==> src/hdl/acuds_pkg.sv <==
// Shared types, codes and the dial character decoder for the ACU dial string sequencer.
// Used by acuds_step, the top level and the port checker. No dependencies.
`default_nettype none

package acuds_pkg;

  // Request kinds carried on the input tuser field.
  localparam logic [2:0] REQ_START  = 3'd0;
  localparam logic [2:0] REQ_CHAR   = 3'd1;
  localparam logic [2:0] REQ_TICK   = 3'd2;
  localparam logic [2:0] REQ_STATUS = 3'd3;
  localparam logic [2:0] REQ_CLOSE  = 3'd4;

  // Call phase codes.
  localparam logic [1:0] PH_IDLE = 2'd0;
  localparam logic [1:0] PH_DIAL = 2'd1;
  localparam logic [1:0] PH_CONN = 2'd2;
  localparam logic [1:0] PH_FAIL = 2'd3;

  // Error codes.
  localparam logic [1:0] ERR_NONE = 2'd0;
  localparam logic [1:0] ERR_BUSY = 2'd1;
  localparam logic [1:0] ERR_FAIL = 2'd2;

  // Configuration register indexes and reset values.
  localparam logic CFG_PAUSE = 1'b0;
  localparam logic CFG_FLASH = 1'b1;
  localparam int unsigned TICK_W = 16;
  localparam logic [TICK_W-1:0] PAUSE_RST = 16'd240;
  localparam logic [TICK_W-1:0] FLASH_RST = 16'd60;

  // Stream widths (data fields byte padded).
  localparam int unsigned IN_DATA_W  = 16;
  localparam int unsigned IN_USER_W  = 3;
  localparam int unsigned OUT_DATA_W = 16;

  // What a dial character asks for.
  typedef enum logic [1:0] {
    CK_DIGIT  = 2'd0,
    CK_PAUSE  = 2'd1,
    CK_FLASH  = 2'd2,
    CK_IGNORE = 2'd3
  } char_kind_t;

  typedef struct packed {
    char_kind_t kind;
    logic [3:0] code;
  } char_map_t;

  // Unit status lines as they come with an item.
  typedef struct packed {
    logic pnd;
    logic dss;
    logic acr;
    logic pwi;
    logic dlo;
    logic done;
  } status_t;

  // Per-line dialer state.
  typedef struct packed {
    logic [1:0]        phase;
    logic              req_lvl;
    logic              next_want;
    logic              await_done;
    logic [TICK_W-1:0] wait_cnt;
    logic              flashing;
  } line_state_t;

  // One result item.
  typedef struct packed {
    logic [1:0] error_code;
    logic [1:0] call_phase;
    logic       char_taken;
    logic       digit_strobe;
    logic [3:0] digit_code;
    logic       call_request;
  } result_t;

  // Map a dial character to a digit code or a special action.
  function automatic char_map_t map_char(input logic [7:0] c);
    char_map_t m;
    m.kind = CK_IGNORE;
    m.code = 4'd0;
    if (c >= 8'h30 && c <= 8'h39) begin
      m.kind = CK_DIGIT;
      m.code = c[3:0];
    end else begin
      unique case (c)
        8'h2A, 8'h3A: begin m.kind = CK_DIGIT; m.code = 4'd10; end  // star
        8'h23, 8'h3B: begin m.kind = CK_DIGIT; m.code = 4'd11; end  // pound
        8'h65, 8'h3C: begin m.kind = CK_DIGIT; m.code = 4'd12; end  // end
        8'h77, 8'h3D: begin m.kind = CK_DIGIT; m.code = 4'd13; end  // wait
        8'h2D:        m.kind = CK_PAUSE;
        8'h66:        m.kind = CK_FLASH;
        default:      m.kind = CK_IGNORE;
      endcase
    end
    return m;
  endfunction

endpackage

`default_nettype wire

==> src/hdl/acuds_step.sv <==
// Next-state and result logic of the dialer for one accepted item.
// Depends on acuds_pkg for types, codes and the character decoder.
`default_nettype none

module acuds_step (
  input  acuds_pkg::line_state_t        state_i,
  input  logic [2:0]                    req_type,
  input  logic [7:0]                    char_code,
  input  acuds_pkg::status_t            status,
  input  logic [acuds_pkg::TICK_W-1:0]  pause_ticks,
  input  logic [acuds_pkg::TICK_W-1:0]  flash_ticks,
  output acuds_pkg::line_state_t        state_nxt,
  output acuds_pkg::result_t            result
);

  acuds_pkg::char_map_t cmap;
  logic                 can_take;
  logic [acuds_pkg::TICK_W-1:0] wait_dec;

  assign cmap     = acuds_pkg::map_char(char_code);
  assign wait_dec = state_i.wait_cnt - acuds_pkg::TICK_W'(1);
  assign can_take = (state_i.phase == acuds_pkg::PH_DIAL) && state_i.next_want &&
                    !state_i.await_done && (state_i.wait_cnt == '0) && !state_i.flashing;

  // State update and result fields, chosen by request kind.
  always_comb begin
    state_nxt           = state_i;
    result.digit_code   = 4'd0;
    result.digit_strobe = 1'b0;
    result.char_taken   = 1'b0;
    result.error_code   = acuds_pkg::ERR_NONE;

    unique case (req_type)
      acuds_pkg::REQ_START: begin
        if (status.pwi || status.dlo || state_i.req_lvl) begin
          result.error_code = acuds_pkg::ERR_BUSY;
        end else begin
          state_nxt          = '0;
          state_nxt.req_lvl  = 1'b1;
          state_nxt.phase    = acuds_pkg::PH_DIAL;
        end
      end
      acuds_pkg::REQ_CHAR: begin
        if (can_take) begin
          result.char_taken = 1'b1;
          unique case (cmap.kind)
            acuds_pkg::CK_DIGIT: begin
              result.digit_code    = cmap.code;
              result.digit_strobe  = 1'b1;
              state_nxt.await_done = 1'b1;
              state_nxt.next_want  = 1'b0;
            end
            acuds_pkg::CK_PAUSE: state_nxt.wait_cnt = pause_ticks;
            acuds_pkg::CK_FLASH: begin
              // A zero flash length leaves call request up.
              if (flash_ticks != '0) begin
                state_nxt.flashing = 1'b1;
                state_nxt.req_lvl  = 1'b0;
                state_nxt.wait_cnt = flash_ticks;
              end
            end
            default: ;
          endcase
        end
      end
      acuds_pkg::REQ_TICK: begin
        if (state_i.wait_cnt != '0) begin
          state_nxt.wait_cnt = wait_dec;
          // The flash ends when the count runs out.
          if (wait_dec == '0 && state_i.flashing) begin
            state_nxt.flashing = 1'b0;
            state_nxt.req_lvl  = 1'b1;
          end
        end
      end
      acuds_pkg::REQ_STATUS: begin
        state_nxt.next_want = status.pnd;
        if (status.done) begin
          state_nxt.await_done = 1'b0;
        end
        if (state_i.phase == acuds_pkg::PH_DIAL && (status.pwi || status.acr || status.dss)) begin
          // Failure wins over the answer report.
          if (status.pwi || status.acr) begin
            state_nxt.phase   = acuds_pkg::PH_FAIL;
            result.error_code = acuds_pkg::ERR_FAIL;
          end else begin
            state_nxt.phase = acuds_pkg::PH_CONN;
          end
          if (state_i.flashing) begin
            state_nxt.req_lvl = 1'b1;
          end
          state_nxt.flashing   = 1'b0;
          state_nxt.wait_cnt   = '0;
          state_nxt.await_done = 1'b0;
        end
      end
      acuds_pkg::REQ_CLOSE: state_nxt = '0;
      default: ;
    endcase

    result.call_request = state_nxt.req_lvl;
    result.call_phase   = state_nxt.phase;
  end

endmodule

`default_nettype wire

==> src/hdl/acu_dial_string_sequencer_top.sv <==
// Top level of the ACU dial string sequencer: stream ports, line state and output register.
// Depends on acuds_pkg and acuds_step.
`default_nettype none

// The block takes one item per clock and returns exactly one result item for it, in the
// cycle after the input transfer. The line state register and the result register are
// the only stages, so a new item is taken in every cycle while the result side keeps up;
// when the result register is full and not being taken, input stalls. Configuration
// writes are always ready and take effect on the next item. There is no clearing pass.

module acu_dial_string_sequencer_top (
  input  logic                                clk,
  input  logic                                rst_n,
  // Input stream.
  input  logic                                in_tvalid,
  output logic                                in_tready,
  // tdata: char_code[7:0], status_pnd[8], status_dss[9], status_acr[10], status_pwi[11],
  //        status_dlo[12], status_done[13], zero[15:14]
  input  logic [acuds_pkg::IN_DATA_W-1:0]     in_tdata,
  // tuser: req_type[2:0]
  input  logic [acuds_pkg::IN_USER_W-1:0]     in_tuser,
  // Result stream.
  output logic                                out_tvalid,
  input  logic                                out_tready,
  // tdata: call_request[0], digit_code[4:1], digit_strobe[5], char_taken[6],
  //        call_phase[8:7], error_code[10:9], zero[15:11]
  output logic [acuds_pkg::OUT_DATA_W-1:0]    out_tdata,
  // Configuration write channel.
  input  logic                                cfg_valid,
  output logic                                cfg_ready,
  input  logic                                cfg_index,
  input  logic [acuds_pkg::TICK_W-1:0]        cfg_data
);

  acuds_pkg::line_state_t state_r, state_nxt;
  acuds_pkg::result_t     result, res_r;
  acuds_pkg::status_t     status;
  logic [acuds_pkg::TICK_W-1:0] pause_r, flash_r;
  logic                   out_valid_r;
  logic                   in_xfer;

  assign cfg_ready = 1'b1;
  assign in_tready = !out_valid_r || out_tready;
  assign in_xfer   = in_tvalid && in_tready;

  // Unpack the status lines from the input data.
  assign status.pnd  = in_tdata[8];
  assign status.dss  = in_tdata[9];
  assign status.acr  = in_tdata[10];
  assign status.pwi  = in_tdata[11];
  assign status.dlo  = in_tdata[12];
  assign status.done = in_tdata[13];

  acuds_step u_step (
    .state_i     (state_r),
    .req_type    (in_tuser),
    .char_code   (in_tdata[7:0]),
    .status      (status),
    .pause_ticks (pause_r),
    .flash_ticks (flash_r),
    .state_nxt   (state_nxt),
    .result      (result)
  );

  // Configuration registers.
  always_ff @(posedge clk) begin
    if (!rst_n) begin
      pause_r <= acuds_pkg::PAUSE_RST;
      flash_r <= acuds_pkg::FLASH_RST;
    end else if (cfg_valid) begin
      unique case (cfg_index)
        acuds_pkg::CFG_PAUSE: pause_r <= cfg_data;
        acuds_pkg::CFG_FLASH: flash_r <= cfg_data;
        default: ;
      endcase
    end
  end

  // Line state advances on every input transfer.
  always_ff @(posedge clk) begin
    if (!rst_n) begin
      state_r <= '0;
    end else if (in_xfer) begin
      state_r <= state_nxt;
    end
  end

  // Result register: loaded on an input transfer, emptied by an output transfer.
  always_ff @(posedge clk) begin
    if (!rst_n) begin
      out_valid_r <= 1'b0;
    end else if (in_xfer) begin
      out_valid_r <= 1'b1;
    end else if (out_tready) begin
      out_valid_r <= 1'b0;
    end
  end

  always_ff @(posedge clk) begin
    if (in_xfer) begin
      res_r <= result;
    end
  end

  assign out_tvalid = out_valid_r;
  assign out_tdata  = {5'd0, res_r};

endmodule

`default_nettype wire

==> config.mk <==
export PLATFORM = sky130hd
export DESIGN_NAME = acu_dial_string_sequencer_top
export DESIGN_NICKNAME = d
export VERILOG_FILES = /design/src/hdl/acuds_pkg.sv /design/src/hdl/acuds_step.sv /design/src/hdl/acu_dial_string_sequencer_top.sv
export SDC_FILE = /design/constraint.sdc
export NUM_CORES = 1
export LEC_CHECK = 0
export BUFFER_PORTS_ARGS = -buffer_cell sky130_fd_sc_hd__buf_2
export CORE_ASPECT_RATIO = 0.8
export CORE_MARGIN = 5
export CORE_UTILIZATION = 39
export DETAILED_ROUTE_END_ITERATION = 10
export GPL_TIMING_DRIVEN = 0
export SETUP_SLACK_MARGIN = 0.15
export SLEW_MARGIN = 40
export SYNTH_ARGS = -nofsm -noshare
export SYNTH_HDL_FRONTEND = slang
export SYNTH_SLANG_ARGS = --single-unit
==> constraint.sdc <==
create_clock -name clk -period 4.8 [get_ports clk]
set_input_delay 0.96 -clock clk [delete_from_list [all_inputs] [get_ports clk]]
set_output_delay 0.96 -clock clk [all_outputs]
set_load 0.03 [all_outputs]
==> reports/qor.tcl, run 1 <==
set qor(p_switching_uw) 481
set qor(cts.reportedPaths.clkPinSlew_ps) 60
set qor(post_synth_main_area_contributors) {sky130_fd_sc_hd__dfxtp_1, sky130_fd_sc_hd__edfxtp_1, sky130_fd_sc_hd__nand2_1}
set qor(final_cell_count_no_fill) 690
set qor(gpl.final_weighted_congestion) 0.899
set qor(clkSinkCount) 66
set qor(setup.worst_path.end_class) {flip-flop}
set qor(post_route_cells_drive_above_1_share_pct) 17.5
set qor(grt.total_usage_pct) 18.4
set qor(drt-pass1-iter-count) 6
set qor(synthSimpleGateAreaFrac_pct) 27.4
set qor(worst_hold_path_type) {reg2reg}
set qor(holdPathEnd) {pause_r[10]}
set qor(floorplan.core_area_mm2) 0.00969
set qor(worst_ep_arrival_time_ps) 3110
set qor(r2r-end) {state_r[15]}
set qor(setup_tns_ps) 0
set qor(drt_iter0_drc) 241
set qor(floorplan.initialDensity_pct) 40.1
set qor(cts.htree.levels) 3
set qor(cts.path.max_buffers) 2
set qor(finalClockSkew_ps) 8.05
set qor(source_to_sink_clock_delay_at_the_later_pin_of_the_worst_skew_pair_ps) 330
set qor(placed_cells) 674
set qor(yosys_warnings) 0
set qor(portBuffers) 47
set qor(finalHoldViolCount) 0
set qor(drt.antenna.violating_nets) 0
set qor(yosysSeqAreaShare_pct) 36.8
set qor(setup.worst_path.start_class) {input port}
set qor(antenna_cells) 0
set qor(power_switching_share_pct) 29.5
set qor(synthDistinctLibCells) 67
set qor(syn_area_per_cell_um2) 7.98
set qor(yosys-mux-area-fraction_pct) 5.15
set qor(routed_via_density) 5.50
set qor(max_stage_delay_ps) 530
set qor(numCtsBuffers) 9
set qor(synth_fa_ha_area_share_pct) 0.966
set qor(timing_worst_slew_pin_value_ps) 653
set qor(totalWireLength_um) 10900
set qor(rsz0062_at_grt) {false}
set qor(dieArea_mm2) 0.0121
set qor(fmax_ghz) 0.350
set qor(power.density_cell_area_mw_per_mm2) 353
set qor(ys.flop_type) {sky130_fd_sc_hd__dfxtp_1}
set qor(syn_inst) 487
set qor(maximum_number_of_pins_on_one_net_before_global_route_repair) 15
set qor(dp_hpwl_um) 8110
set qor(layout-area-overhead-vs-synth_pct) 19.1
set qor(synth-edff-count) 11
set qor(multi_input_comb_area_mm2) 0.00220
set qor(grt_pass1_vias) 3481
set qor(cts_tree) {built}
set qor(synth_largest_type_area_fraction_pct) 28.3
set qor(die_boundary_height_um) 99.3
set qor(commonest_cells_in_the_netlist) {sky130_fd_sc_hd__nand2_1, sky130_fd_sc_hd__dfxtp_1, sky130_fd_sc_hd__a21oi_1, sky130_fd_sc_hd__nor3_1}
set qor(main_combinational_cell_family_by_area_after_synthesis) {simple AND/OR/NAND/NOR gates}
set qor(startpoint_of_the_most_critical_hold_path) {pause_r[10]}
set qor(post_synth_instance_area_mm2) 0.00389
set qor(cts_resized) 0
set qor(timing.final.max_slew_violations) 0
set qor(internal_power_mw) 1.15
set qor(final-seq-area_mm2) 0.00143
set qor(grt_antenna_before_repair) 0
set qor(post_drt_wl_per_cell_um) 15.9
set qor(setup.worst_path.class) {in2reg}
set qor(clock_power_share_pct) 42.8
set qor(seq_power_share_pct) 37.6
set qor(layout_min_cycle_time_ps) 2860
set qor(r2r.worst_path.cells) 10
set qor(rows) 32
set qor(top_count_cell_post_synth) {sky130_fd_sc_hd__nand2_1}
set qor(crit_path_max_delay_cell_type) {sky130_fd_sc_hd__nor2_1}
set qor(timing.reg2reg.setup_slack_ps) 2020
set qor(synth_area_leader_cell) {sky130_fd_sc_hd__dfxtp_1}
set qor(post-route-period-util_pct) 59.5
set qor(combPwrFrac_pct) 19.6
set qor(cts.hold.buffers_added) 0
set qor(asyncSetResetFlopFracSynth_pct) 0
set qor(critical_path.reg2reg.startpoint) {state_r[1]}
set qor(nets) 593
set qor(die_w_um) 122
set qor(vias) 3796
set qor(io-pin-count) 60
set qor(drt_drc_violations_left) 0
set qor(worstPathCellList) {buf_2, nor3_1, o311ai_1, a211o_1, nor2_1, buf_2, a21oi_1, nor3_1}
set qor(globalRouteOverflowTotal) 0
set qor(final_util_pct) 47.8
set qor(grt_pass1_wl_um) 17900
set qor(worst_ep_required_time_ps) 5050
set qor(critical_path.max_fanout) 10
set qor(max_cap_violations) 0
set qor(fill_cells) 994
set qor(run_status) {finished clean}
set qor(postCtsSetupRepairBufs) 0
set qor(p_leak_nw) 1.75
set qor(slew_headroom_pct) 56.3
set qor(finalPower_mw) 1.63
set qor(yosys_register_bits) 66
set qor(worst_hold_path.num_cells) 2
set qor(clockRootBuffer) {sky130_fd_sc_hd__clkbuf_16}
set qor(vdd_ir_drop_max_v) 0.000157
set qor(synth_compound_area_share_pct) 20.3
set qor(synth-xor-area-share_pct) 2.25
set qor(finalSetupViolations) 0
-- metal layers --
| layer | up-vias | part of all wire, % | global-route usage, % |
|---|---|---|---|
| met5 | - | 0 | 0 |
| met4 | 0 | 1.5 | 5.86 |
| met3 | 20 | 6.7 | 3.64 |
| met2 | 135 | 42 | 26.3 |
| met1 | 1754 | 49 | 27.5 |
| li1 | 1887 | - | - |
-- through the flow --
stage | cell area (µm²) | setup WS, ps | hold slack (ps)
floorplan | 3900 | 2090 | 430
global placement | 4310 | 1720 | 446
detailed placement | 4310 | 1700 | 451
CTS | 4630 | 2050 | 459
global route | 4630 | 1780 | 475
finish | 4630 | 1940 | 457
-- worst max-delay path by stage --
stage / slack, ps / cells after the start / endpoint / from
2_1_floorplan: 2090 / 8 / state_r[10] / out_tready
5_1_grt: 1780 / 8 / state_r[6] / in_tdata[12]
6_report: 1940 / 8 / state_r[15] / in_tdata[12]
4_1_cts: 2050 / 8 / state_r[3] / in_tdata[12]
3_5_place_dp: 1700 / 9 / state_r[10] / in_tdata[2]
3_3_place_gp: 1720 / 9 / state_r[8] / in_tdata[2]
-- cells by family after synthesis --
kind of cell | Yosys count
other | 2
AO/OA/AOI/OAI | 119
AND/OR/NAND/NOR | 212
multiplexers | 20
buffers and inverters | 55
adder cells (fa/ha/maj) | 3
flip-flops | 66
XOR/XNOR | 10
-- power by group through the flow --
stage,logic (mW),clock network [mW],registers (mW)
finish,0.320,0.698,0.614
global route,0.349,0.733,0.618
CTS,0.315,0.709,0.613
detailed placement,0.312,0,0.626
global placement,0.311,0,0.625
floorplan,0.222,0,0.630
-- layout make-up --
| cell class | instances | area share [%] |
|---|---|---|
| Buffer | 43 | 4.87 |
| Clock buffer | 10 | 5.41 |
| Clock inverter | 6 | 1.51 |
| Inverter | 12 | 0.973 |
| Multi-Input combinational cell | 370 | 47.5 |
| Sequential cell | 66 | 30.9 |
| Tap cell | 136 | 3.68 |
| Timing Repair Buffer | 47 | 5.08 |
-- critical path: cells and delay by family --
family | cells | cell delay, ps
AOI/OAI and AO/OA | 3 | 580
and+or+nand+nor | 3 | 1120
buffers and inverters | 2 | 460
-- sequential cells by signal, summed over array words and instances, names as in the netlist --
register / count
flash_r: 16
out_tdata: 11
out_tvalid: 1
pause_r: 16
state_r: 22
-- cell usage in the layout, fill, tap and decap left out, types with 7 or more instances in the layout --
cell,count
sky130_fd_sc_hd__mux2i_1,20
sky130_fd_sc_hd__nor2b_1,7
sky130_fd_sc_hd__nand2b_1,9
sky130_fd_sc_hd__nand4_1,7
sky130_fd_sc_hd__buf_2,59
sky130_fd_sc_hd__nor4_1,7
sky130_fd_sc_hd__nand3_1,17
sky130_fd_sc_hd__nor2_1,21
sky130_fd_sc_hd__a21oi_1,52
sky130_fd_sc_hd__edfxtp_1,11
sky130_fd_sc_hd__nand2_1,84
sky130_fd_sc_hd__xor2_1,8
sky130_fd_sc_hd__clkbuf_16,10
sky130_fd_sc_hd__o22ai_1,12
sky130_fd_sc_hd__nor3_1,32
sky130_fd_sc_hd__clkbuf_1,21
sky130_fd_sc_hd__buf_4,7
sky130_fd_sc_hd__inv_1,11
sky130_fd_sc_hd__dfxtp_1,55
(Power assumes the default switching activity.)
==> run 2: changes to the inputs <==
==> constraint.sdc (replaced) <==
create_clock -name clk -period 2.6 [get_ports clk]
set_input_delay 0.52 -clock clk [delete_from_list [all_inputs] [get_ports clk]]
set_output_delay 0.52 -clock clk [all_outputs]
set_load 0.03 [all_outputs]
==> reports/qor.tcl, run 2 (synthesized netlist as in run 1, its figures left out) <==
set qor(clockRootBuffer) {sky130_fd_sc_hd__clkbuf_16} ;# unchanged
set qor(totalWireLength_um) 11000 ;# was 10,900 µm
set qor(grt_pass1_vias) 3500 ;# was 3,481
set qor(worst_ep_required_time_ps) 2790 ;# was 5050 ps
set qor(wl_met1_um) 5440 ;# was 5410 µm
set qor(dieArea_mm2) 0.0121 ;# unchanged
set qor(power_switching_share_pct) 29.5 ;# about the same
set qor(routed_via_density) 5.49 ;# was 5.50
set qor(combPwrFrac_pct) 20.2 ;# was 19.6%
set qor(post_route_cells_drive_above_1_share_pct) 19.4 ;# was 17.5%
set qor(cts.htree.levels) 3 ;# unchanged
set qor(finalSetupViolations) 0 ;# unchanged
set qor(p_leak_nw) 1.78 ;# was 1.75 nW
set qor(setup.worst_path.start_class) {flip-flop} ;# was input port
set qor(worst_hold_path_type) {in2reg} ;# was reg2reg
set qor(largest_register_ff_count) 22 ;# unchanged
set qor(grt_antenna_before_repair) 0 ;# unchanged
set qor(layout_min_cycle_time_ps) 2350
set qor(layout-area-overhead-vs-synth_pct) 21.2 ;# was 19.1%
set qor(vias) 3800 ;# was 3,796
set qor(maximum_number_of_pins_on_one_net_before_global_route_repair) 15 ;# unchanged
set qor(met3_length_um) 722 ;# was 737 µm
set qor(clkSinkCount) 66 ;# unchanged
set qor(io-pin-count) 60 ;# unchanged
set qor(post_drt_wl_per_cell_um) 15.9 ;# about the same
set qor(worst_ep_arrival_time_ps) 2550 ;# was 3110 ps
set qor(final_common_cell) {sky130_fd_sc_hd__nand2_1} ;# unchanged
set qor(timing.final.max_slew_violations) 0 ;# unchanged
set qor(timing_worst_slew_pin_value_ps) 627 ;# was 653 ps
set qor(rsz0062_at_grt) {true} ;# was false
set qor(cts.path.max_buffers) 2 ;# unchanged
set qor(slew_headroom_pct) 58.2 ;# was 56.3%
set qor(final_cell_mix) {sky130_fd_sc_hd__nand2_1, sky130_fd_sc_hd__buf_2, sky130_fd_sc_hd__dfxtp_1} ;# unchanged
set qor(cts_tree) {built} ;# unchanged
set qor(gpl.final_weighted_congestion) 0.899 ;# unchanged
set qor(biggest_regs) {state_r (22), flash_r (16), pause_r (16)} ;# unchanged
set qor(floorplan.core_area_mm2) 0.00969 ;# unchanged
set qor(rows) 32 ;# unchanged
set qor(portBuffers) 47 ;# unchanged
set qor(antenna_cells) 0 ;# unchanged
set qor(run_status) {finished clean} ;# unchanged
set qor(setup.worst_path.class) {reg2reg} ;# was in2reg
set qor(nets) 595 ;# was 593
set qor(grt.total_usage_pct) 18.5 ;# was 18.4%
set qor(finalHoldViolCount) 0 ;# unchanged
set qor(dpl_cell_area_mm2) 0.00431 ;# unchanged
set qor(drt-pass1-iter-count) 5 ;# was 6
set qor(drt_iter0_drc) 266 ;# was 241
set qor(top_register) {state_r} ;# unchanged
set qor(vdd_ir_drop_max_v) 0.000289 ;# was 0.000157 V
set qor(numCtsBuffers) 9 ;# unchanged
set qor(cts.hold.buffers_added) 0 ;# unchanged
set qor(drt.antenna.violating_nets) 0 ;# unchanged
set qor(drt_drc_violations_left) 0 ;# unchanged
set qor(internal_power_mw) 2.14 ;# was 1.15 mW
set qor(globalRouteOverflowTotal) 0 ;# unchanged
set qor(die_w_um) 122 ;# unchanged
set qor(final_util_pct) 48.6 ;# was 47.8%
set qor(max_cap_violations) 0 ;# unchanged
set qor(setup.worst_path.end_class) {flip-flop} ;# unchanged
set qor(fmax_ghz) 0.425
set qor(dp_hpwl_um) 8110 ;# unchanged
set qor(p_switching_uw) 895 ;# was 481 µW
set qor(finalClockSkew_ps) 9.30 ;# was 8.05 ps
set qor(critical_path.max_fanout) 10 ;# unchanged
set qor(source_to_sink_clock_delay_at_the_later_pin_of_the_worst_skew_pair_ps) 330 ;# about the same
set qor(timing.reg2reg.setup_slack_ps) 250 ;# was 2020 ps
set qor(grt_pass1_wl_um) 18000 ;# was 17,900 µm
set qor(detail_route_met2_wl_um) 4650 ;# was 4630 µm
set qor(fin_area_mm2) 0.00471 ;# was 0.00463 mm²
set qor(worst_hold_slack_ps) 421 ;# was 457 ps
set qor(die_boundary_height_um) 99.3 ;# unchanged
set qor(post-route-period-util_pct) 90.6
set qor(power.density_cell_area_mw_per_mm2) 643 ;# was 353 mW/mm²
set qor(clock_power_share_pct) 42.5 ;# was 42.8%
set qor(cts.reportedPaths.clkPinSlew_ps) 60 ;# about the same
set qor(fill_cells) 985 ;# was 994
set qor(seq_power_share_pct) 37.4 ;# was 37.6%
set qor(floorplan.initialDensity_pct) 40.1 ;# unchanged
set qor(route.top_layer_used) {met4} ;# unchanged
[run 2: cell types whose count changed in the layout (fill, tap and decap cells not counted), sizes merged]
cell	before	now
buf	69	71
[run 2: repair_timing]
| item | in CTS | in global routing |
|---|---|---|
| endpoints found under the setup margin | 17 | 17 |
| resized for setup | 8 | 13 |
| buffers inserted | 0 | 2 |
| endpoints found under the hold margin | 0 | 0 |
[run 2: layout make-up]
cell class	instances	area [µm²]	area share, %
Multi-Input combinational cell	370	2250	47.7
Inverter	12	45.0	0.956
Tap cell	136	170	3.61
Timing Repair Buffer	49	250	5.31
Clock buffer	10	250	5.31
Buffer	43	236	5.02
Clock inverter	6	70.1	1.49
Sequential cell	66	1440	30.6
[run 2: final timing paths]
| path | startpoint | endpoint | depth (start not counted) |
|---|---|---|---|
| max | state_r[1] | state_r[10] | 11 |
| min reg2reg | pause_r[11] | pause_r[11] | 2 |
| min | cfg_data[6] | pause_r[6] | 3 |
| max reg2reg | state_r[1] | state_r[10] | 11 |
[run 2: layer usage]
metal / track usage (%) / up-vias
met3: 3.64 / 22
met5: 0 / -
met4: 5.86 / 0
li1: - / 1886
met1: 27.6 / 1754
met2: 26.5 / 138
[run 2: power groups by stage]
stage / combinational (mW) / sequential [mW] / clock, mW
finish: 0.611 / 1.13 / 1.29
global route: 0.668 / 1.14 / 1.35
CTS: 0.584 / 1.13 / 1.31
detailed placement: 0.576 / 1.15 / 0
global placement: 0.574 / 1.15 / 0
floorplan: 0.409 / 1.16 / 0
[run 2: stage by stage]
stage	instances	power [mW]	TNS [ps]	setup slack (ps)
global route	692	3.16	0	156
finish	692	3.03	0	245
detailed placement	674	1.73	-540	-85.4
global placement	674	1.73	-319	-48.0
floorplan	491	1.57	0	315
CTS	690	3.03	0	176
[run 2: worst max-delay path: stages, from the launching register on]
cell and delay [ps]:
sky130_fd_sc_hd__dfxtp_4 350, sky130_fd_sc_hd__inv_1 60, sky130_fd_sc_hd__ha_1 200, sky130_fd_sc_hd__nor3b_1 140, sky130_fd_sc_hd__and4_1 210, sky130_fd_sc_hd__buf_2 160, sky130_fd_sc_hd__o21ba_2 230, sky130_fd_sc_hd__or2_1 200
sky130_fd_sc_hd__buf_2 150, sky130_fd_sc_hd__buf_6 150, sky130_fd_sc_hd__o31ai_2 260, sky130_fd_sc_hd__a21oi_1 90
==> run 3: changes to the inputs <==
--- a/config.mk
+++ b/config.mk
@@ -6,9 +6,9 @@
 export NUM_CORES = 1
 export LEC_CHECK = 0
 export BUFFER_PORTS_ARGS = -buffer_cell sky130_fd_sc_hd__buf_2
-export CORE_ASPECT_RATIO = 0.8
 export CORE_MARGIN = 5
 export CORE_UTILIZATION = 39
+export CTS_CLUSTER_SIZE = 24
 export DETAILED_ROUTE_END_ITERATION = 10
 export GPL_TIMING_DRIVEN = 0
 export SETUP_SLACK_MARGIN = 0.15
==> reports/qor.tcl, run 3 (synthesized netlist as in run 1, its figures left out) <==
set qor(r2r.worst_path.cells) 11 ;# unchanged
set qor(critical_path.max_fanout) 10 ;# unchanged
set qor(setup.worst_path.class) {reg2reg} ;# unchanged
set qor(setup.worst_path.end_class) {flip-flop} ;# unchanged
set qor(drt-pass1-iter-count) 5 ;# unchanged
set qor(top_register) {state_r} ;# unchanged
set qor(power.density_cell_area_mw_per_mm2) 581 ;# was 643 mW/mm²
set qor(gpl.final_weighted_congestion) 0.916 ;# was 0.899
set qor(io-pin-count) 60 ;# unchanged
set qor(grt_pass1_vias) 3403 ;# was 3,500
set qor(post_route_cells_drive_above_1_share_pct) 19.4 ;# unchanged
set qor(numCtsBuffers) 9 ;# unchanged
set qor(layout-area-overhead-vs-synth_pct) 17.9 ;# was 21.2%
set qor(largest_register_ff_count) 22 ;# unchanged
set qor(crit_top_cell) {sky130_fd_sc_hd__buf_2} ;# unchanged
set qor(cts.reportedPaths.clkPinSlew_ps) 90 ;# was 60 ps
set qor(max_stage_delay_ps) 360 ;# was 350 ps
set qor(maximum_number_of_pins_on_one_net_before_global_route_repair) 15 ;# unchanged
set qor(layout_min_cycle_time_ps) 2350 ;# about the same
set qor(vias) 3749 ;# was 3,800
set qor(grt_pass1_wl_um) 17200 ;# was 18,000 µm
set qor(nets) 595 ;# unchanged
set qor(timing_worst_slew_pin_value_ps) 577 ;# was 627 ps
set qor(floorplan.core_area_mm2) 0.00973 ;# was 0.00969 mm²
set qor(fill_cells) 987 ;# was 985
set qor(grt.total_usage_pct) 18.3 ;# was 18.5%
set qor(timing.final.max_slew_violations) 0 ;# unchanged
set qor(slew_headroom_pct) 61.5 ;# was 58.2%
set qor(setup_tns_ps) 0 ;# unchanged
set qor(clockRootBuffer) {sky130_fd_sc_hd__clkbuf_8} ;# was sky130_fd_sc_hd__clkbuf_16
set qor(drt.antenna.violating_nets) 0 ;# unchanged
set qor(die_w_um) 110 ;# was 122 µm
set qor(clkSinkCount) 66 ;# unchanged
set qor(drt_iter0_drc) 245 ;# was 266
set qor(totalWireLength_um) 11100 ;# was 11,000 µm
set qor(p_leak_nw) 1.72 ;# was 1.78 nW
set qor(fin_ws_ps) 245 ;# about the same
set qor(worst_hold_path_type) {in2reg} ;# unchanged
set qor(crit_path_max_delay_cell_type) {sky130_fd_sc_hd__dfxtp_4} ;# unchanged
set qor(finalSetupViolations) 0 ;# unchanged
set qor(cts_tree) {built} ;# unchanged
set qor(cts.path.max_buffers) 2 ;# unchanged
set qor(place_worst_setup_slack_ps) -136 ;# was -85.4 ps
set qor(grt_antenna_before_repair) 0 ;# unchanged
set qor(antenna_cells) 0 ;# unchanged
set qor(post_drt_wl_per_cell_um) 16.1 ;# was 15.9 µm
set qor(die_boundary_height_um) 110 ;# was 99.3 µm
set qor(run_status) {finished clean} ;# unchanged
set qor(vdd_ir_drop_max_v) 0.000263 ;# was 0.000289 V
set qor(dp_hpwl_um) 7970 ;# was 8110 µm
set qor(source_to_sink_clock_delay_at_the_later_pin_of_the_worst_skew_pair_ps) 360 ;# was 330 ps
set qor(finalHoldViolCount) 0 ;# unchanged
set qor(final_cell_count_no_fill) 689 ;# was 692
set qor(worst_hold_path.num_cells) 3 ;# unchanged
set qor(placed_cells) 671 ;# was 674
set qor(final_cell_mix) {sky130_fd_sc_hd__nand2_1, sky130_fd_sc_hd__buf_2, sky130_fd_sc_hd__dfxtp_1} ;# unchanged
set qor(globalRouteOverflowTotal) 0 ;# unchanged
set qor(floorplan.initialDensity_pct) 39.9 ;# was 40.1%
set qor(worst_ep_arrival_time_ps) 2580 ;# was 2550 ps
set qor(finalClockSkew_ps) 15.1 ;# was 9.30 ps
set qor(routed_via_density) 5.44 ;# was 5.49
set qor(biggest_regs) {state_r (22), flash_r (16), pause_r (16)} ;# unchanged
set qor(worst_ep_required_time_ps) 2830 ;# was 2790 ps
set qor(startpoint_of_the_most_critical_hold_path) {cfg_data[6]} ;# unchanged
set qor(drt_drc_violations_left) 0 ;# unchanged
set qor(fmax_ghz) 0.425 ;# about the same
set qor(setup.worst_path.start_class) {flip-flop} ;# unchanged
set qor(rows) 36 ;# was 32
set qor(holdPathEnd) {pause_r[6]} ;# unchanged
set qor(max_cap_violations) 0 ;# unchanged
set qor(final_common_cell) {sky130_fd_sc_hd__nand2_1} ;# unchanged
set qor(cts.htree.levels) 3 ;# unchanged
set qor(portBuffers) 47 ;# unchanged
set qor(post-route-period-util_pct) 90.6 ;# about the same
set qor(dieArea_mm2) 0.0121 ;# about the same
set qor(worstPathCellList) {inv_1, ha_1, nor3b_1, and4_1, buf_2, o21ba_2, or2_1, buf_2, buf_6, o31ai_2, a21oi_1} ;# unchanged
set qor(rsz0062_at_grt) {false} ;# was true
set qor(timing.reg2reg.setup_slack_ps) 250 ;# about the same
set qor(r2r-end) {state_r[10]} ;# unchanged
set qor(critical_path.reg2reg.startpoint) {state_r[2]} ;# was state_r[1]
run 3: worst max path at each step:
stage | from | end | depth (start not counted)
after CTS | state_r[10] | state_r[13] | 8
after global placement | state_r[1] | state_r[11] | 10
after global routing | state_r[10] | state_r[13] | 8
final | state_r[2] | state_r[10] | 11
after detailed placement | state_r[1] | state_r[14] | 10
after floorplan | state_r[1] | state_r[10] | 11
run 3: repair_timing:
| action | CTS | global route |
|---|---|---|
| resized for setup | 5 | 14 |
| hold endpoints to repair | 0 | 0 |
| setup endpoints to repair | 18 | 22 |
| buffers inserted | 0 | 2 |
| cloned | 0 | 0 |
| hold buffers | 0 | 0 |
run 3: final cells by class:
cell class	instances	area (µm²)	area share [%]
buffer	43	235	5.13
clock buffer	9	124	2.70
clock inverter	7	82.6	1.80
inverter	12	45.0	0.983
multi-input combinational	370	2240	48.9
sequential	66	1440	31.4
tap	133	166	3.63
timing repair buffer	49	250	5.46
run 3: worst max-delay path, delay by kind of cell, from the launching register on:
kind / cells / cell delay [ps]
AND/OR/NAND/NOR: 3 / 550
AO/OA/AOI/OAI: 3 / 580
adder cells (fa/ha/maj): 1 / 190
buffers and inverters: 4 / 540
flip-flops: 1 / 360
run 3: layer usage:
metal,wire length [µm],up-vias,global-route usage (%)
met1,5070,1725,24.5
met4,189,0,5.61
met3,768,17,4.70
li1,-,1876,-
met5,0,-,0
met2,5070,131,28.7
run 3: stage by stage:
stage | power (mW) | area [µm²] | hold slack [ps] | util (%)
2_1_floorplan | 1.57 | 3900 | 430 | -
3_3_place_gp | 1.72 | 4300 | 445 | 44.2
3_5_place_dp | 1.73 | 4300 | 453 | 44.2
4_1_cts | 2.65 | 4520 | 389 | 46.5
5_1_grt | 2.79 | 4580 | 396 | 47.1
6_report | 2.66 | 4580 | 393 | 47.1
run 3: power breakdown:
group          internal [mW]  switching (mW)  total [mW]
combinational          0.235           0.371       0.606
clock                  0.459           0.467       0.926
sequential              1.09          0.0397        1.13
total                   1.78           0.877        2.66
